--- src/rtl/lked_pkg.sv ---
package lked_pkg;

   localparam int SAMPLE_W = 12;
   localparam int CODE_W = 4;
   localparam int SEQ_W = 8;
   localparam int MS_W = 16;
   localparam int THR_COUNT = 9;
   localparam int THR_FIRST_COUNT = 5;
   localparam int THR_FIRST_W = 60;
   localparam int THR_LAST_W = 48;
   localparam int MASK_W = 9;
   localparam int BUTTONS_W = 4;
   localparam int CSR_DATA_W = 64;
   localparam int CSR_ADDR_W = 6;

   localparam logic [CODE_W-1:0] IDLE_CODE = 4'd15;
   localparam logic [CODE_W-1:0] FAULT_CODE = 4'd14;

   localparam logic [MS_W-1:0] HOLD_RESET = 16'd200;
   localparam logic [MS_W-1:0] IDLE_RESET = 16'd1000;
   localparam logic [MS_W-1:0] COUNTER_MAX = 16'hFFFF;

   typedef enum logic [2:0] {
      EV_PRESS   = 3'd0,
      EV_RELEASE = 3'd1,
      EV_HOLD    = 3'd2,
      EV_FAULT   = 3'd3,
      EV_SLEEP   = 3'd4
   } event_kind_type;

   typedef enum logic [2:0] {
      REG_THR_FIRST = 3'd0,
      REG_THR_LAST  = 3'd1,
      REG_FAULT     = 3'd2,
      REG_REPEAT    = 3'd3,
      REG_HOLD      = 3'd4,
      REG_IDLE      = 3'd5,
      REG_BUTTONS   = 3'd6
   } csr_index_type;

   typedef struct packed {
      logic                tick;
      logic [SAMPLE_W-1:0] median;
      logic [CODE_W-1:0]   code;
   } item_type;

endpackage

--- src/rtl/lked_front.sv ---
module lked_front #(
   parameter int MAX_BUTTONS = 9
) (
   input  logic                                             clock,
   input  logic                                             reset,
   input  logic                                             req_valid,
   output logic                                             req_ready,
   input  logic                                             req_action,
   input  logic [lked_pkg::SAMPLE_W-1:0]                    req_reading_one,
   input  logic [lked_pkg::SAMPLE_W-1:0]                    req_reading_two,
   input  logic [lked_pkg::SAMPLE_W-1:0]                    req_reading_three,
   input  logic [MAX_BUTTONS-1:0][lked_pkg::SAMPLE_W-1:0]   thresholds,
   input  logic [lked_pkg::SAMPLE_W-1:0]                    fault_level,
   input  logic [lked_pkg::BUTTONS_W-1:0]                   buttons_in_use,
   output logic                                             push_valid,
   input  logic                                             push_ready,
   output lked_pkg::item_type                               push_item
);

   logic                               valid_ff;
   logic                               valid_in;
   lked_pkg::item_type                 item_ff;
   lked_pkg::item_type                 item_in;
   logic [lked_pkg::SAMPLE_W-1:0]      low_ab;
   logic [lked_pkg::SAMPLE_W-1:0]      high_ab;
   logic [lked_pkg::SAMPLE_W-1:0]      low_hc;
   logic [lked_pkg::SAMPLE_W-1:0]      median;
   logic [lked_pkg::BUTTONS_W-1:0]     checked;
   logic [lked_pkg::CODE_W-1:0]        code;

   assign req_ready = !valid_ff || push_ready;
   assign push_valid = valid_ff;
   assign push_item = item_ff;

   always_comb begin
      low_ab = (req_reading_one < req_reading_two) ? req_reading_one : req_reading_two;
      high_ab = (req_reading_one < req_reading_two) ? req_reading_two : req_reading_one;
      low_hc = (high_ab < req_reading_three) ? high_ab : req_reading_three;
      median = (low_ab > low_hc) ? low_ab : low_hc;
   end

   always_comb begin
      checked = (buttons_in_use > lked_pkg::BUTTONS_W'(MAX_BUTTONS)) ?
                lked_pkg::BUTTONS_W'(MAX_BUTTONS) : buttons_in_use;
      code = lked_pkg::IDLE_CODE;
      for (int i = MAX_BUTTONS - 1; i >= 0; i--) begin
         if ((lked_pkg::BUTTONS_W'(i) < checked) && (median < thresholds[i])) begin
            code = lked_pkg::CODE_W'(i);
         end
      end
      if (median < fault_level) begin
         code = lked_pkg::FAULT_CODE;
      end
   end

   always_comb begin
      item_in.tick = req_action;
      item_in.median = median;
      item_in.code = code;
      if (req_valid && req_ready) begin
         valid_in = 1'b1;
      end else if (push_ready) begin
         valid_in = 1'b0;
      end else begin
         valid_in = valid_ff;
      end
   end

   always_ff @(posedge clock) begin
      if (reset) begin
         valid_ff <= 1'b0;
      end else begin
         valid_ff <= valid_in;
      end
      if (req_valid && req_ready) begin
         item_ff <= item_in;
      end
   end

endmodule

--- src/rtl/lked_queue.sv ---
module lked_queue (
   input  logic               clock,
   input  logic               reset,
   input  logic               push_valid,
   output logic               push_ready,
   input  lked_pkg::item_type push_item,
   output logic               pop_valid,
   input  logic               pop_ready,
   output lked_pkg::item_type pop_item
);

   localparam int DEPTH = 2;

   lked_pkg::item_type          slots_ff [DEPTH];
   logic                        wr_ptr_ff;
   logic                        wr_ptr_in;
   logic                        rd_ptr_ff;
   logic                        rd_ptr_in;
   logic [1:0]                  count_ff;
   logic [1:0]                  count_in;
   logic                        push_fire;
   logic                        pop_fire;

   assign push_ready = count_ff != 2'(DEPTH);
   assign pop_valid = count_ff != 2'd0;
   assign pop_item = slots_ff[rd_ptr_ff];
   assign push_fire = push_valid && push_ready;
   assign pop_fire = pop_valid && pop_ready;

   always_comb begin
      wr_ptr_in = push_fire ? !wr_ptr_ff : wr_ptr_ff;
      rd_ptr_in = pop_fire ? !rd_ptr_ff : rd_ptr_ff;
      count_in = count_ff;
      if (push_fire && !pop_fire) begin
         count_in = count_ff + 2'd1;
      end else if (pop_fire && !push_fire) begin
         count_in = count_ff - 2'd1;
      end
   end

   always_ff @(posedge clock) begin
      if (reset) begin
         wr_ptr_ff <= 1'b0;
         rd_ptr_ff <= 1'b0;
         count_ff <= 2'd0;
      end else begin
         wr_ptr_ff <= wr_ptr_in;
         rd_ptr_ff <= rd_ptr_in;
         count_ff <= count_in;
      end
      if (push_fire) begin
         slots_ff[wr_ptr_ff] <= push_item;
      end
   end

   a_count_bound: assert property (@(posedge clock) disable iff (reset)
      count_ff <= 2'(DEPTH))
      else $error("queue count beyond depth");

   a_pointer_order: assert property (@(posedge clock) disable iff (reset)
      (count_ff == 2'd0 || count_ff == 2'(DEPTH)) |-> wr_ptr_ff == rd_ptr_ff)
      else $error("queue pointers disagree with count");

endmodule

--- src/rtl/lked_back.sv ---
module lked_back #(
   parameter int MAX_BUTTONS = 9
) (
   input  logic                             clock,
   input  logic                             reset,
   input  logic                             pop_valid,
   output logic                             pop_ready,
   input  lked_pkg::item_type               pop_item,
   input  logic [lked_pkg::MASK_W-1:0]      repeat_mask,
   input  logic [lked_pkg::MS_W-1:0]        hold_interval_ms,
   input  logic [lked_pkg::MS_W-1:0]        idle_timeout_ms,
   output logic                             rsp_valid,
   input  logic                             rsp_ready,
   output logic [2:0]                       rsp_event_kind,
   output logic [3:0]                       rsp_button_number,
   output logic                             rsp_button_present,
   output logic [lked_pkg::SEQ_W-1:0]       rsp_sequence_res,
   output logic [lked_pkg::SAMPLE_W-1:0]    rsp_median_reading
);

   logic [lked_pkg::CODE_W-1:0]     last_state_ff;
   logic [lked_pkg::CODE_W-1:0]     last_state_in;
   logic [lked_pkg::MS_W-1:0]       ms_ff;
   logic [lked_pkg::MS_W-1:0]       ms_in;
   logic                            any_sent_ff;
   logic                            any_sent_in;
   logic [lked_pkg::SEQ_W-1:0]      seq_ff;
   logic [lked_pkg::SEQ_W-1:0]      seq_in;
   logic                            out_valid_ff;
   logic                            out_valid_in;
   lked_pkg::event_kind_type        kind_ff;
   lked_pkg::event_kind_type        kind_in;
   logic [3:0]                      button_ff;
   logic [3:0]                      button_in;
   logic                            present_ff;
   logic                            present_in;
   logic [lked_pkg::SEQ_W-1:0]      seq_out_ff;
   logic [lked_pkg::SEQ_W-1:0]      seq_out_in;
   logic [lked_pkg::SAMPLE_W-1:0]   median_ff;
   logic                            pop_fire;
   logic                            poll;
   logic                            changed;
   logic                            repeat_on;
   logic                            hold;
   logic                            sleep;
   logic                            emit;
   logic [lked_pkg::MASK_W-1:0]     mask_shifted;

   assign pop_ready = !out_valid_ff || rsp_ready;
   assign pop_fire = pop_valid && pop_ready;
   assign poll = !pop_item.tick;

   assign rsp_valid = out_valid_ff;
   assign rsp_event_kind = kind_ff;
   assign rsp_button_number = button_ff;
   assign rsp_button_present = present_ff;
   assign rsp_sequence_res = seq_out_ff;
   assign rsp_median_reading = median_ff;

   always_comb begin
      mask_shifted = repeat_mask >> pop_item.code;
      changed = pop_item.code != last_state_ff;
      repeat_on = (pop_item.code < lked_pkg::CODE_W'(MAX_BUTTONS)) && mask_shifted[0];
      hold = !changed && repeat_on && any_sent_ff && (ms_ff > hold_interval_ms);
      sleep = !changed && (pop_item.code == lked_pkg::IDLE_CODE) &&
              (ms_ff > idle_timeout_ms);
      emit = poll && (changed || hold || sleep);

      last_state_in = last_state_ff;
      ms_in = ms_ff;
      any_sent_in = any_sent_ff;
      seq_in = seq_ff;
      kind_in = lked_pkg::EV_SLEEP;
      button_in = 4'd0;
      present_in = 1'b0;

      if (pop_item.tick) begin
         if (ms_ff != lked_pkg::COUNTER_MAX) begin
            ms_in = ms_ff + 16'd1;
         end
      end else if (changed || hold) begin
         last_state_in = pop_item.code;
         ms_in = '0;
         any_sent_in = 1'b1;
         seq_in = seq_ff + 8'd1;
      end

      if (changed) begin
         if (pop_item.code == lked_pkg::IDLE_CODE) begin
            kind_in = lked_pkg::EV_RELEASE;
         end else if (pop_item.code == lked_pkg::FAULT_CODE) begin
            kind_in = lked_pkg::EV_FAULT;
         end else begin
            kind_in = lked_pkg::EV_PRESS;
            button_in = pop_item.code;
            present_in = 1'b1;
         end
      end else if (hold) begin
         kind_in = lked_pkg::EV_HOLD;
         button_in = pop_item.code;
         present_in = 1'b1;
      end
      seq_out_in = seq_in;

      if (pop_fire) begin
         out_valid_in = emit;
      end else begin
         out_valid_in = out_valid_ff && !rsp_ready;
      end
   end

   always_ff @(posedge clock) begin
      if (reset) begin
         last_state_ff <= lked_pkg::IDLE_CODE;
         ms_ff <= '0;
         any_sent_ff <= 1'b0;
         seq_ff <= '0;
         out_valid_ff <= 1'b0;
      end else begin
         out_valid_ff <= out_valid_in;
         if (pop_fire) begin
            last_state_ff <= last_state_in;
            ms_ff <= ms_in;
            any_sent_ff <= any_sent_in;
            seq_ff <= seq_in;
         end
      end
      if (pop_fire && emit) begin
         kind_ff <= kind_in;
         button_ff <= button_in;
         present_ff <= present_in;
         seq_out_ff <= seq_out_in;
         median_ff <= pop_item.median;
      end
   end

   a_present_kind: assert property (@(posedge clock) disable iff (reset)
      (out_valid_ff && present_ff) |-> (kind_ff == lked_pkg::EV_PRESS ||
                                        kind_ff == lked_pkg::EV_HOLD))
      else $error("button present on an event without a button");

   a_sleep_idle: assert property (@(posedge clock) disable iff (reset)
      (pop_fire && emit && sleep) |=> (last_state_ff == lked_pkg::IDLE_CODE &&
                                       seq_ff == $past(seq_ff)))
      else $error("sleep request outside idle or with sequence bump");

   a_event_sequence: assert property (@(posedge clock) disable iff (reset)
      (pop_fire && poll && (changed || hold)) |=>
         (seq_ff == 8'($past(seq_ff) + 8'd1) && ms_ff == '0 && any_sent_ff))
      else $error("event did not advance sequence state");

endmodule

--- src/rtl/ladder_keypad_event_decoder_top.sv ---
// Resistor-ladder keypad decoder.
// The req channel takes one word per cycle while req_ready is high: a poll (action 0)
// with three ADC readings, or a one millisecond tick (action 1). The rsp channel
// returns at most one event word per poll: press, release, hold, fault or sleep
// request, with the button, the sequence number and the median of the poll's readings.
// A poll passes a classify stage (median and band compare), a two-word queue and
// an event stage that owns the keypad state and the output register. With rsp_ready
// high, an event word passes the classify register, a queue slot and the output
// register, and one word per cycle is sustained in both directions.
// When the receiver stalls, the output register holds its word, the queue fills and
// req_ready falls only once the classify stage and the queue are both full.
// Reset, synchronous and active high, empties the pipeline, sets the decoded state to
// idle, clears the millisecond counter and the sequence number, and loads the
// register defaults (hold 200 ms, idle timeout 1000 ms, all buttons in use).
// Registers sit on a 64-bit port at byte address 8 times their index. The user must
// write them only while no word is in flight; the block itself does not enforce it.
module ladder_keypad_event_decoder_top #(
   parameter int MAX_BUTTONS = 9
) (
   input  logic                                clock,
   input  logic                                reset,
   input  logic                                req_valid,
   output logic                                req_ready,
   input  logic                                req_action,
   input  logic [lked_pkg::SAMPLE_W-1:0]       req_reading_one,
   input  logic [lked_pkg::SAMPLE_W-1:0]       req_reading_two,
   input  logic [lked_pkg::SAMPLE_W-1:0]       req_reading_three,
   output logic                                rsp_valid,
   input  logic                                rsp_ready,
   output logic [2:0]                          rsp_event_kind,
   output logic [3:0]                          rsp_button_number,
   output logic                                rsp_button_present,
   output logic [lked_pkg::SEQ_W-1:0]          rsp_sequence_res,
   output logic [lked_pkg::SAMPLE_W-1:0]       rsp_median_reading,
   input  logic                                csr_psel,
   input  logic                                csr_penable,
   input  logic                                csr_pwrite,
   input  logic [lked_pkg::CSR_ADDR_W-1:0]     csr_paddr,
   input  logic [lked_pkg::CSR_DATA_W-1:0]     csr_pwdata,
   output logic [lked_pkg::CSR_DATA_W-1:0]     csr_prdata,
   output logic                                csr_pready
);

   logic [lked_pkg::THR_FIRST_W-1:0]                        thr_first_ff;
   logic [lked_pkg::THR_LAST_W-1:0]                         thr_last_ff;
   logic [lked_pkg::SAMPLE_W-1:0]                           fault_ff;
   logic [lked_pkg::MASK_W-1:0]                             repeat_ff;
   logic [lked_pkg::MS_W-1:0]                               hold_ff;
   logic [lked_pkg::MS_W-1:0]                               idle_ff;
   logic [lked_pkg::BUTTONS_W-1:0]                          buttons_ff;
   logic                                                    csr_write;
   lked_pkg::csr_index_type                                 csr_index;
   logic [lked_pkg::THR_COUNT-1:0][lked_pkg::SAMPLE_W-1:0]  thresholds;
   logic                                                    push_valid;
   logic                                                    push_ready;
   lked_pkg::item_type                                      push_item;
   logic                                                    pop_valid;
   logic                                                    pop_ready;
   lked_pkg::item_type                                      pop_item;

   assign csr_pready = 1'b1;
   assign csr_write = csr_psel && csr_penable && csr_pwrite && csr_pready;
   assign csr_index = lked_pkg::csr_index_type'(csr_paddr[lked_pkg::CSR_ADDR_W-1:3]);

   always_comb begin
      for (int i = 0; i < lked_pkg::THR_FIRST_COUNT; i++) begin
         thresholds[i] = thr_first_ff[lked_pkg::SAMPLE_W*i +: lked_pkg::SAMPLE_W];
      end
      for (int i = 0; i < lked_pkg::THR_COUNT - lked_pkg::THR_FIRST_COUNT; i++) begin
         thresholds[lked_pkg::THR_FIRST_COUNT + i] =
            thr_last_ff[lked_pkg::SAMPLE_W*i +: lked_pkg::SAMPLE_W];
      end
   end

   always_comb begin
      unique case (csr_index)
         lked_pkg::REG_THR_FIRST: csr_prdata = lked_pkg::CSR_DATA_W'(thr_first_ff);
         lked_pkg::REG_THR_LAST:  csr_prdata = lked_pkg::CSR_DATA_W'(thr_last_ff);
         lked_pkg::REG_FAULT:     csr_prdata = lked_pkg::CSR_DATA_W'(fault_ff);
         lked_pkg::REG_REPEAT:    csr_prdata = lked_pkg::CSR_DATA_W'(repeat_ff);
         lked_pkg::REG_HOLD:      csr_prdata = lked_pkg::CSR_DATA_W'(hold_ff);
         lked_pkg::REG_IDLE:      csr_prdata = lked_pkg::CSR_DATA_W'(idle_ff);
         lked_pkg::REG_BUTTONS:   csr_prdata = lked_pkg::CSR_DATA_W'(buttons_ff);
         default:                 csr_prdata = '0;
      endcase
   end

   always_ff @(posedge clock) begin
      if (reset) begin
         thr_first_ff <= '0;
         thr_last_ff <= '0;
         fault_ff <= '0;
         repeat_ff <= '0;
         hold_ff <= lked_pkg::HOLD_RESET;
         idle_ff <= lked_pkg::IDLE_RESET;
         buttons_ff <= lked_pkg::BUTTONS_W'(MAX_BUTTONS);
      end else if (csr_write) begin
         unique case (csr_index)
            lked_pkg::REG_THR_FIRST: thr_first_ff <= csr_pwdata[lked_pkg::THR_FIRST_W-1:0];
            lked_pkg::REG_THR_LAST:  thr_last_ff <= csr_pwdata[lked_pkg::THR_LAST_W-1:0];
            lked_pkg::REG_FAULT:     fault_ff <= csr_pwdata[lked_pkg::SAMPLE_W-1:0];
            lked_pkg::REG_REPEAT:    repeat_ff <= csr_pwdata[lked_pkg::MASK_W-1:0];
            lked_pkg::REG_HOLD:      hold_ff <= csr_pwdata[lked_pkg::MS_W-1:0];
            lked_pkg::REG_IDLE:      idle_ff <= csr_pwdata[lked_pkg::MS_W-1:0];
            lked_pkg::REG_BUTTONS:   buttons_ff <= csr_pwdata[lked_pkg::BUTTONS_W-1:0];
            default: begin
            end
         endcase
      end
   end

   lked_front #(
      .MAX_BUTTONS(MAX_BUTTONS)
   ) u_front (
      .clock             (clock),
      .reset             (reset),
      .req_valid         (req_valid),
      .req_ready         (req_ready),
      .req_action        (req_action),
      .req_reading_one   (req_reading_one),
      .req_reading_two   (req_reading_two),
      .req_reading_three (req_reading_three),
      .thresholds        (thresholds[MAX_BUTTONS-1:0]),
      .fault_level       (fault_ff),
      .buttons_in_use    (buttons_ff),
      .push_valid        (push_valid),
      .push_ready        (push_ready),
      .push_item         (push_item)
   );

   lked_queue u_queue (
      .clock      (clock),
      .reset      (reset),
      .push_valid (push_valid),
      .push_ready (push_ready),
      .push_item  (push_item),
      .pop_valid  (pop_valid),
      .pop_ready  (pop_ready),
      .pop_item   (pop_item)
   );

   lked_back #(
      .MAX_BUTTONS(MAX_BUTTONS)
   ) u_back (
      .clock              (clock),
      .reset              (reset),
      .pop_valid          (pop_valid),
      .pop_ready          (pop_ready),
      .pop_item           (pop_item),
      .repeat_mask        (repeat_ff),
      .hold_interval_ms   (hold_ff),
      .idle_timeout_ms    (idle_ff),
      .rsp_valid          (rsp_valid),
      .rsp_ready          (rsp_ready),
      .rsp_event_kind     (rsp_event_kind),
      .rsp_button_number  (rsp_button_number),
      .rsp_button_present (rsp_button_present),
      .rsp_sequence_res   (rsp_sequence_res),
      .rsp_median_reading (rsp_median_reading)
   );

endmodule

--- config.mk ---
export PLATFORM = sky130hd
export DESIGN_NAME = ladder_keypad_event_decoder_top
export DESIGN_NICKNAME = d
export VERILOG_FILES = /design/src/rtl/lked_pkg.sv /design/src/rtl/lked_front.sv /design/src/rtl/lked_queue.sv /design/src/rtl/lked_back.sv /design/src/rtl/ladder_keypad_event_decoder_top.sv
export SDC_FILE = /design/constraint.sdc
export NUM_CORES = 1
export LEC_CHECK = 0
export ABC_AREA = 1
export BUFFER_PORTS_ARGS = -buffer_cell sky130_fd_sc_hd__buf_2
export CAP_MARGIN = 20
export CORE_MARGIN = 1
export CORE_UTILIZATION = 40
export CTS_CLUSTER_DIAMETER = 200
export DETAILED_ROUTE_END_ITERATION = 6
export HOLD_SLACK_MARGIN = 0.08
export PLACE_DENSITY = 0.64
export SYNTH_ARGS = -nofsm -noshare
export SYNTH_HDL_FRONTEND = slang
export SYNTH_SLANG_ARGS = --single-unit
--- constraint.sdc ---
create_clock -name clock -period 8.3 [get_ports clock]
set_input_delay 0.83 -clock clock [delete_from_list [all_inputs] [get_ports clock]]
set_output_delay 0.83 -clock clock [all_outputs]
set_load 0.005 [all_outputs]
==> results of run 1 <==
[flip-flops by register name, indices dropped and copies added (netlist names), 2 cells and up, named ones only]
register and cells:
u_queue.count_ff 2, u_back.rsp_event_kind 3, u_front.push_item 17, thr_last_ff 48, fault_ff 12, u_back.rsp_button_number 4, u_back.rsp_sequence_res 8, hold_ff 16
u_back.rsp_median_reading 12, u_queue.slots_ff 34, u_back.ms_ff 16, idle_ff 16, buttons_ff 4, repeat_ff 9, u_back.seq_ff 8, u_back.last_state_ff 4
thr_first_ff 60
[through the flow]
| step | cells | utilization (%) |
|---|---|---|
| final | 2626 | 47.34 |
| after global routing | 2626 | 47.34 |
| after CTS | 2621 | 47.17 |
| after detailed placement | 2567 | 44.47 |
| after global placement | 2567 | 44.47 |
| after floorplan | 1908 | - |
[worst register-to-register path: stages (launching register included)]
cell,delay [ns]
dfxtp_1,0.95
nand2_1,0.16
o21ai_2,0.22
inv_1,0.14
nand2_1,0.16
or2_0,0.12
o2111ai_1,0.10
o31ai_1,0.09
a21oi_1,0.12
nor2_1,0.11
nand4_1,0.14
nand2_2,0.12
inv_4,0.08
nor2_8,0.13
nand2_1,0.11
nor3_2,0.18
nand3_1,0.11
xor2_1,0.19
inv_1,0.06
[cells by family (layout without fill, tap and decap cells)]
| group | count (synthesis) | count (layout) | share of synthesized area (%) |
|---|---|---|---|
| adders and majority gates | 179 | 179 | 14.32 |
| buffers and inverters | 353 | 551 | 8.683 |
| muxes | 12 | 12 | 0.8643 |
| and+or+nand+nor | 426 | 426 | 12.10 |
| other | 2 | 7 | 0.04803 |
| AOI/OAI and AO/OA | 642 | 642 | 22.46 |
| DFF | 280 | 280 | 40.91 |
| xor gates and xnor gates | 11 | 11 | 0.6162 |
[layout make-up]
| class | instances | area, µm² | share of cell area (%) |
|---|---|---|---|
| repair buffers | 225 | 1239 | 6.786 |
| diodes | 2 | 5.005 | 0.02742 |
| well taps | 518 | 648.1 | 3.551 |
| clock inverters | 18 | 247.7 | 1.357 |
| clock buffers | 36 | 792.0 | 4.339 |
| multi-input cells | 1275 | 7898 | 43.27 |
| inverters | 272 | 1028 | 5.634 |
| flip-flops and latches | 280 | 6396 | 35.04 |
[final timing paths]
check                                    endpoint  slack (ns)  depth (start not counted)
min              u_queue.slots_ff[0][4]$_DFFE_PP_        0.44                          0
max reg2reg  u_back.rsp_sequence_res[6]$_DFFE_PP_        4.78                         18
max            u_front.push_item[3]$_SDFFCE_PP1P_        0.75                         37
min reg2reg      u_queue.slots_ff[0][4]$_DFFE_PP_        0.44                          0
[power by group through the flow]
| stage | Clock [mW] | Combinational (mW) | Sequential (mW) |
|---|---|---|---|
| after global placement | 0 | 1.76 | 1.73 |
| after detailed placement | 0 | 1.84 | 1.74 |
| after global routing | 1.50 | 2.13 | 1.73 |
| after floorplan | 0 | 1.22 | 1.72 |
| final | 1.42 | 1.86 | 1.71 |
| after CTS | 1.45 | 1.85 | 1.71 |
[synth_stat cells, types with 5 or more instances]
library cell,count
nor2_1,117
nor3_2,5
ha_1,179
edfxtp_1,79
nor3_1,22
a221oi_1,8
o21ai_0,243
nand2_1,194
mux2_2,12
a211oi_1,16
xor2_1,9
buf_1,5
nand3_1,39
dfxtp_1,201
o211ai_1,8
buf_4,5
inv_1,265
o221ai_1,7
o22ai_1,49
nand4_1,26
a21oi_1,277
clkbuf_1,69
o21ai_1,6
[layer usage]
metal	global-route usage [%]	vias to the layer above
li1	-	6969
met2	39.39	376
met4	7.096	6
met3	3.308	75
met5	0	-
met1	27.89	6347
==> results.yml, run 1 <==
detailed_routing:
  post-route-drc-count: 0
  wl_mm: 44.88
  wl_met3_mm: 2.525
  wl_met1_mm: 19.57
  drt_iter0_drc: 861
  maxUsedRoutingLayer: "met5"
  dr_wl_met2_mm: 21.51
  vias: 13770
  first_pass_iters: 7
  postRouteAntennaNets: 0
  viasPerCell: 5.245
  avgRoutedWirePerCell_um: 17.09
cells_and_area:
  fin_area_um2: 18250
  nets: 2376
  syn_to_final_growth_pct: 16.75
  drive_gt1_share_pct: 15.34
  final_common_cell: "a21oi_1"
  final_cell_mix: "a21oi_1, inv_1, o21ai_0"
  fillers: 3769
power:
  leakage_nw: 7.674
  switching_share_pct: 35.76
  intPower_mw: 3.207
  ir_drop_uv: 167.2
  p_switching_mw: 1.785
  p_comb_share_pct: 37.3
  sequentialPowerShare_pct: 34.2
  power_frac_clock_pct: 28.5
  power_density_nw_per_um2: 273.5
  power_mw: 4.992
worst_setup_path:
  critPathKind: "in -> reg"
  path_max_fanout: 23
  startpoint: "req_reading_two[11]"
  end_kind: "flop"
  cp_num_buf_inv: 6
  required_ns: 8.59
  worstPathArrival_ns: 7.84
  cp_common_cell: "nand2_1"
  max_stage_delay_ns: 0.45
  crit_family: "compound AO/OA/AOI/OAI gates"
  cp_slowest_cell: "nand2_1"
  startpoint_type: "input pin"
place:
  place_area_um2: 17150
  io_buffers: 196
  dpl_worst_slack_ns: 0.2911
  hpwl_mm: 33.26
  place_congestion: 0.8848
clock_network:
  cts.repair.resized: 0
  clock_latency_ns: 0.56
  ctsHoldBuffers: 0
  clock-root-buffer: "clkbuf_16"
  post_cts_buffers: 0
  cts_max_level: 1
  cts_buffers: 29
  clockBufferDepth: 3
  clock-sinks: 280
  clk_pin_slew_worst_paths_ns: 0.06
  tritoncts: "built"
synth:
  yosys_warnings: 0
  async_reset_ff_share_pct: 0
  synth.distinct_cells: 56
  ys_seq_area_share_pct: 40.91
  synth.area.top_cells: "dfxtp_1, edfxtp_1, ha_1, a21oi_1, o21ai_0"
  yosys.area.top_type: "dfxtp_1"
  syn-cell-area_um2: 15630
  synth_top_area_share_pct: 25.74
  synth_edf_count: 79
  synth.avg_cell_area_um2: 8.207
  ys_ff_latch: 280
  synthFlopType: "dfxtp_1"
  syn_inst: 1905
global_route:
  grt.total_usage_pct: 22.35
  antenna_found_initial: 6
  grt_pass1_vias: 13110
  grt_max_degree: 131
  grt_pass1_wl_mm: 69.65
  grt_overflow_total: 0
die:
  core_um2: 38560
  die_area_um2: 39880
  rows: 72
  io_pins: 209
  die_w_um: 199.7
  start_util_pct: 40.55
  die_h_um: 199.7
timing:
  rsz0062_at_grt: "false"
  period_share_pct: 90.97
  hold_viol: 0
  worstMarginPinSlew_ns: 0.9607
  finalCriticalPeriod_ns: 7.550
  setup_ws_ns: 0.7497
  fmax_mhz: 132.4
  slew_viol_final: 0
  setup_viol: 0
  clock_skew_ns: 0.01700
  slew_headroom_pct: 35.86
  setup-tns-final_ns: 0
  hold_ws_ns: 0.4434
hold_path:
  hold_path_class: "reg -> reg"
  worstHoldStart: "u_front.push_item[4]$_DFFE_PP_"
outcome:
  outcome: "finished, final reports clean"
flow_run:
  drv_cap: 0
No activity file was read; power rests on OpenSTA's default activity.
==> run 2, diff against run 1 <==
--- a/config.mk
+++ b/config.mk
@@ -13,7 +13,7 @@
 export CTS_CLUSTER_DIAMETER = 200
 export DETAILED_ROUTE_END_ITERATION = 6
 export HOLD_SLACK_MARGIN = 0.08
-export PLACE_DENSITY = 0.64
+export PLACE_DENSITY = 0.6
 export SYNTH_ARGS = -nofsm -noshare
 export SYNTH_HDL_FRONTEND = slang
 export SYNTH_SLANG_ARGS = --single-unit
==> results.yml, run 2 (synthesis results as in run 1) <==
outcome:
  outcome: "finished, final reports clean"
detailed_routing:
  wl_mm: 44.80
  first_pass_iters: 5
  maxUsedRoutingLayer: "met5"
  drt_iter0_drc: 661
  dr_wl_met2_mm: 20.80
  vias: 13760
  wl_met1_mm: 19.57
  avgRoutedWirePerCell_um: 17.07
  viasPerCell: 5.243
  wl_met3_mm: 2.731
  postRouteAntennaNets: 0
  post-route-drc-count: 0
power:
  power_density_nw_per_um2: 271.4
  ir_drop_uv: 145.3
  leakage_nw: 7.645
clock_network:
  ctsHoldBuffers: 0
  cts_buffers: 29
  tritoncts: "built"
  cts_max_level: 1
  clock-sinks: 280
  clockBufferDepth: 3
  clk_pin_slew_worst_paths_ns: 0.06
  clock_latency_ns: 0.55
  clock-root-buffer: "clkbuf_16"
  cts.repair.resized: 0
  post_cts_buffers: 0
die:
  die_h_um: 199.7
  die_w_um: 199.7
  rows: 72
  start_util_pct: 40.55
  die_area_um2: 39880
  core_um2: 38560
  io_pins: 209
cells_and_area:
  final_core_util_pct: 47.23
  drive_gt1_share_pct: 15.11
  final_common_cell: "a21oi_1"
  reg_top3: "thr_first_ff (60), thr_last_ff (48), u_queue.slots_ff (34)"
  final_cell_mix: "a21oi_1, inv_1, o21ai_0"
  fillers: 3773
  nets: 2376
  fin_area_um2: 18210
  syn_to_final_growth_pct: 16.47
  largest_reg_flops: 60
  largest_register: "thr_first_ff"
worst_setup_path:
  startpoint_type: "input pin"
  max_stage_delay_ns: 0.70
  cp_common_cell: "nand2_1"
  worstPathArrival_ns: 7.71
  required_ns: 8.59
  end_kind: "flop"
  critPathKind: "in -> reg"
  cp_slowest_cell: "o21ai_1"
  path_max_fanout: 23
global_route:
  grt_pass1_vias: 12850
  grt.total_usage_pct: 22.20
  grt_pass1_wl_mm: 68.52
  grt_max_degree: 132
  grt_overflow_total: 0
  antenna_found_initial: 7
timing:
  clock_skew_ns: 0.007230
  hold_viol: 0
  finalCriticalPeriod_ns: 7.418
  fmax_mhz: 134.8
  period_share_pct: 89.37
  hold_ws_ns: 0.4446
  slew_headroom_pct: 26.77
  setup-tns-final_ns: 0
  slew_viol_final: 0
  rsz0062_at_grt: "false"
  setup_viol: 0
  worstMarginPinSlew_ns: 1.098
place:
  place_area_um2: 17150
  place_congestion: 0.9039
  hpwl_mm: 33.31
  io_buffers: 196
hold_path:
  hold_path_class: "reg -> reg"
flow_run:
  drv_cap: 0
-- run 2: critical path: cells and delay by family --
family          cells  cell delay, ns
buf+inv             5            0.77
fa+ha+maj           4            1.27
simple gates       16            1.59
compound gates     13            3.21
-- run 2: path summary, 6_finish.rpt --
path	start	to	slack, ns	depth (start not counted)
min	u_front.push_item[8]$_DFFE_PP_	u_queue.slots_ff[1][8]$_DFFE_PP_	0.44	0
min reg2reg	u_front.push_item[8]$_DFFE_PP_	u_queue.slots_ff[1][8]$_DFFE_PP_	0.44	0
max	req_reading_two[11]	u_front.push_item[0]$_SDFFCE_PP0P_	0.88	38
max reg2reg	flop	u_back.rsp_sequence_res[6]$_DFFE_PP_	4.74	18
-- run 2: layout make-up --
cell class / count / area [µm²] / share of cell area (%)
antenna: 1 / 2.502 / 0.01374
timing repair buffer: 225 / 1231 / 6.761
tap: 518 / 648.1 / 3.559
clock buffer: 37 / 797.0 / 4.377
clock inverter: 16 / 211.5 / 1.161
sequential: 280 / 6396 / 35.12
inverter: 272 / 1028 / 5.648
multi-input combinational: 1275 / 7895 / 43.36
-- run 2: per-layer routing --
| metal | vias to the layer above | global-route usage [%] |
|---|---|---|
| met5 | - | 0 |
| met4 | 14 | 8.482 |
| met3 | 97 | 4.118 |
| met2 | 386 | 37.29 |
| met1 | 6280 | 28.18 |
| li1 | 6980 | - |
-- run 2: power by group --
group | switching, mW | internal [mW]
clock network | 0.550 | 0.831
registers | 0.0770 | 1.63
logic | 1.15 | 0.708
-- run 2: per-stage QoR --
step / std cells / power (mW) / setup slack (ns)
3_5_place_dp: 2568 / 3.572 / 0.3135
6_report: 2624 / 4.943 / 0.8824
2_1_floorplan: 1908 / 2.943 / 1.239
4_1_cts: 2621 / 4.961 / 0.8912
5_1_grt: 2623 / 5.311 / 0.1234
3_3_place_gp: 2568 / 3.495 / 0.4886
==> run 3, diff against run 2 <==
--- a/config.mk
+++ b/config.mk
@@ -14,6 +14,7 @@
 export DETAILED_ROUTE_END_ITERATION = 6
 export HOLD_SLACK_MARGIN = 0.08
 export PLACE_DENSITY = 0.6
+export RECOVER_POWER = 100
 export SYNTH_ARGS = -nofsm -noshare
 export SYNTH_HDL_FRONTEND = slang
 export SYNTH_SLANG_ARGS = --single-unit
==> constraint.sdc (replaced) <==
create_clock -name clock -period 7.1 [get_ports clock]
set_input_delay 0.71 -clock clock [delete_from_list [all_inputs] [get_ports clock]]
set_output_delay 0.71 -clock clock [all_outputs]
set_load 0.005 [all_outputs]
==> results.yml, run 3 (synthesis results as in run 1) <==
outcome:
  outcome: "finished, violations left"
  violations: "max-capacitance violations, max-slew violations"
hold_path:
  hold_path_class: "in -> reg"
clock_network:
  cts_buffers: 30
  clk_pin_slew_worst_paths_ns: 0.07
  clock-sinks: 280
  clockBufferDepth: 3
  cts.repair.resized: 0
  tritoncts: "built"
  ctsHoldBuffers: 0
  clock_latency_ns: 0.56
  post_cts_buffers: 0
  cts_max_level: 1
  clock-root-buffer: "clkbuf_16"
worst_setup_path:
  path_max_fanout: 23
  end_kind: "flop"
  worstPathArrival_ns: 6.89
  required_ns: 7.40
  max_stage_delay_ns: 0.44
  crit_family: "compound AO/OA/AOI/OAI gates"
  critPathKind: "in -> reg"
  cp_common_cell: "nand2_1"
  cp_slowest_cell: "o21ai_2"
  startpoint_type: "input pin"
  cp_num_buf_inv: 5
die:
  core_um2: 38560
  die_h_um: 199.7
  die_w_um: 199.7
  die_area_um2: 39880
  rows: 72
  io_pins: 209
  start_util_pct: 40.55
power:
  leakage_nw: 7.438
  power_density_nw_per_um2: 321.9
  ir_drop_uv: 192.2
cells_and_area:
  fin_area_um2: 18260
  drive_gt1_share_pct: 11.75
  final_core_util_pct: 47.36
  final_cell_mix: "a21oi_1, inv_1, o21ai_0"
  syn_to_final_growth_pct: 16.79
  nets: 2396
  fillers: 3866
  largest_reg_flops: 60
  reg_top3: "thr_first_ff (60), thr_last_ff (48), u_queue.slots_ff (34)"
  largest_register: "thr_first_ff"
  final_common_cell: "a21oi_1"
detailed_routing:
  viasPerCell: 5.215
  drt_iter0_drc: 758
  first_pass_iters: 6
  wl_met3_mm: 2.620
  avgRoutedWirePerCell_um: 17.19
  postRouteAntennaNets: 0
  maxUsedRoutingLayer: "met5"
  wl_met1_mm: 19.93
  wl_mm: 45.49
  dr_wl_met2_mm: 21.55
  post-route-drc-count: 0
  vias: 13800
timing:
  setup_viol: 0
  worstMarginPinSlew_ns: 1.699
  clock_skew_ns: 0.01340
  rsz0062_at_grt: "false"
  fmax_mhz: 151.9
  finalCriticalPeriod_ns: 6.585
  hold_viol: 0
  slew_viol_final: 127
  slew_headroom_pct: -13.29
  period_share_pct: 92.75
  hold_ws_ns: 0.3488
  setup-tns-final_ns: 0
global_route:
  grt_pass1_wl_mm: 69.39
  grt_overflow_total: 0
  grt_max_degree: 133
  antenna_found_initial: 5
  grt.total_usage_pct: 22.42
  grt_pass1_vias: 13080
place:
  place_area_um2: 17360
  io_buffers: 196
  place_congestion: 0.9062
  hpwl_mm: 33.71
flow_run:
  drv_cap: 3
run 3: path summary, 6_finish.rpt:
check / start / end / slack, ns / cells past startpoint
worst min-delay path: req_action / u_front.push_item[16]$_DFFE_PP_ / 0.35 / 1
worst min register to register: u_front.push_item[10]$_DFFE_PP_ / u_queue.slots_ff[1][10]$_DFFE_PP_ / 0.44 / 0
worst max register to register: flop / u_back.rsp_sequence_res[4]$_DFFE_PP_ / 2.37 / 13
worst max-delay path: req_reading_one[11] / u_front.push_item[0]$_SDFFCE_PP0P_ / 0.51 / 36
run 3: cell type report:
type,instances,area [µm²],share of cell area [%]
multi-input cells,1275,7843,42.95
repair buffers,244,1284,7.030
well taps,518,648.1,3.549
diodes,2,5.005,0.02741
clock inverters,10,153.9,0.8428
clock buffers,46,904.6,4.954
inverters,272,1026,5.619
flip-flops and latches,280,6396,35.03
run 3: worst reg2reg max path: cells and delay by family (launching register included):
kind / cells / cell delay, ns
buffers and inverters: 4 / 1.83
and+or+nand+nor: 7 / 1.00
AOI/OAI and AO/OA: 2 / 0.91
DFF: 1 / 0.60
run 3: per-stage QoR:
| step | total power [mW] | cells | setup WS, ns |
|---|---|---|---|
| floorplan | 3.440 | 1908 | 0.1588 |
| global placement | 4.174 | 2587 | -0.07022 |
| detailed placement | 4.267 | 2587 | -0.2407 |
| CTS | 5.951 | 2643 | 0.3308 |
| global route | 6.297 | 2645 | 0.07890 |
| finish | 5.877 | 2647 | 0.5148 |
run 3: layer usage:
metal | track usage, % | vias up
met5 | 0 | -
met4 | 8.340 | 8
met3 | 3.848 | 86
met2 | 38.48 | 333
met1 | 28.03 | 6370
li1 | - | 7006
run 3: power breakdown:
group / total (mW) / switching, mW / internal, mW
Clock: 1.67 / 0.650 / 1.02
Sequential: 2.00 / 0.0904 / 1.91
Combinational: 2.21 / 1.34 / 0.867
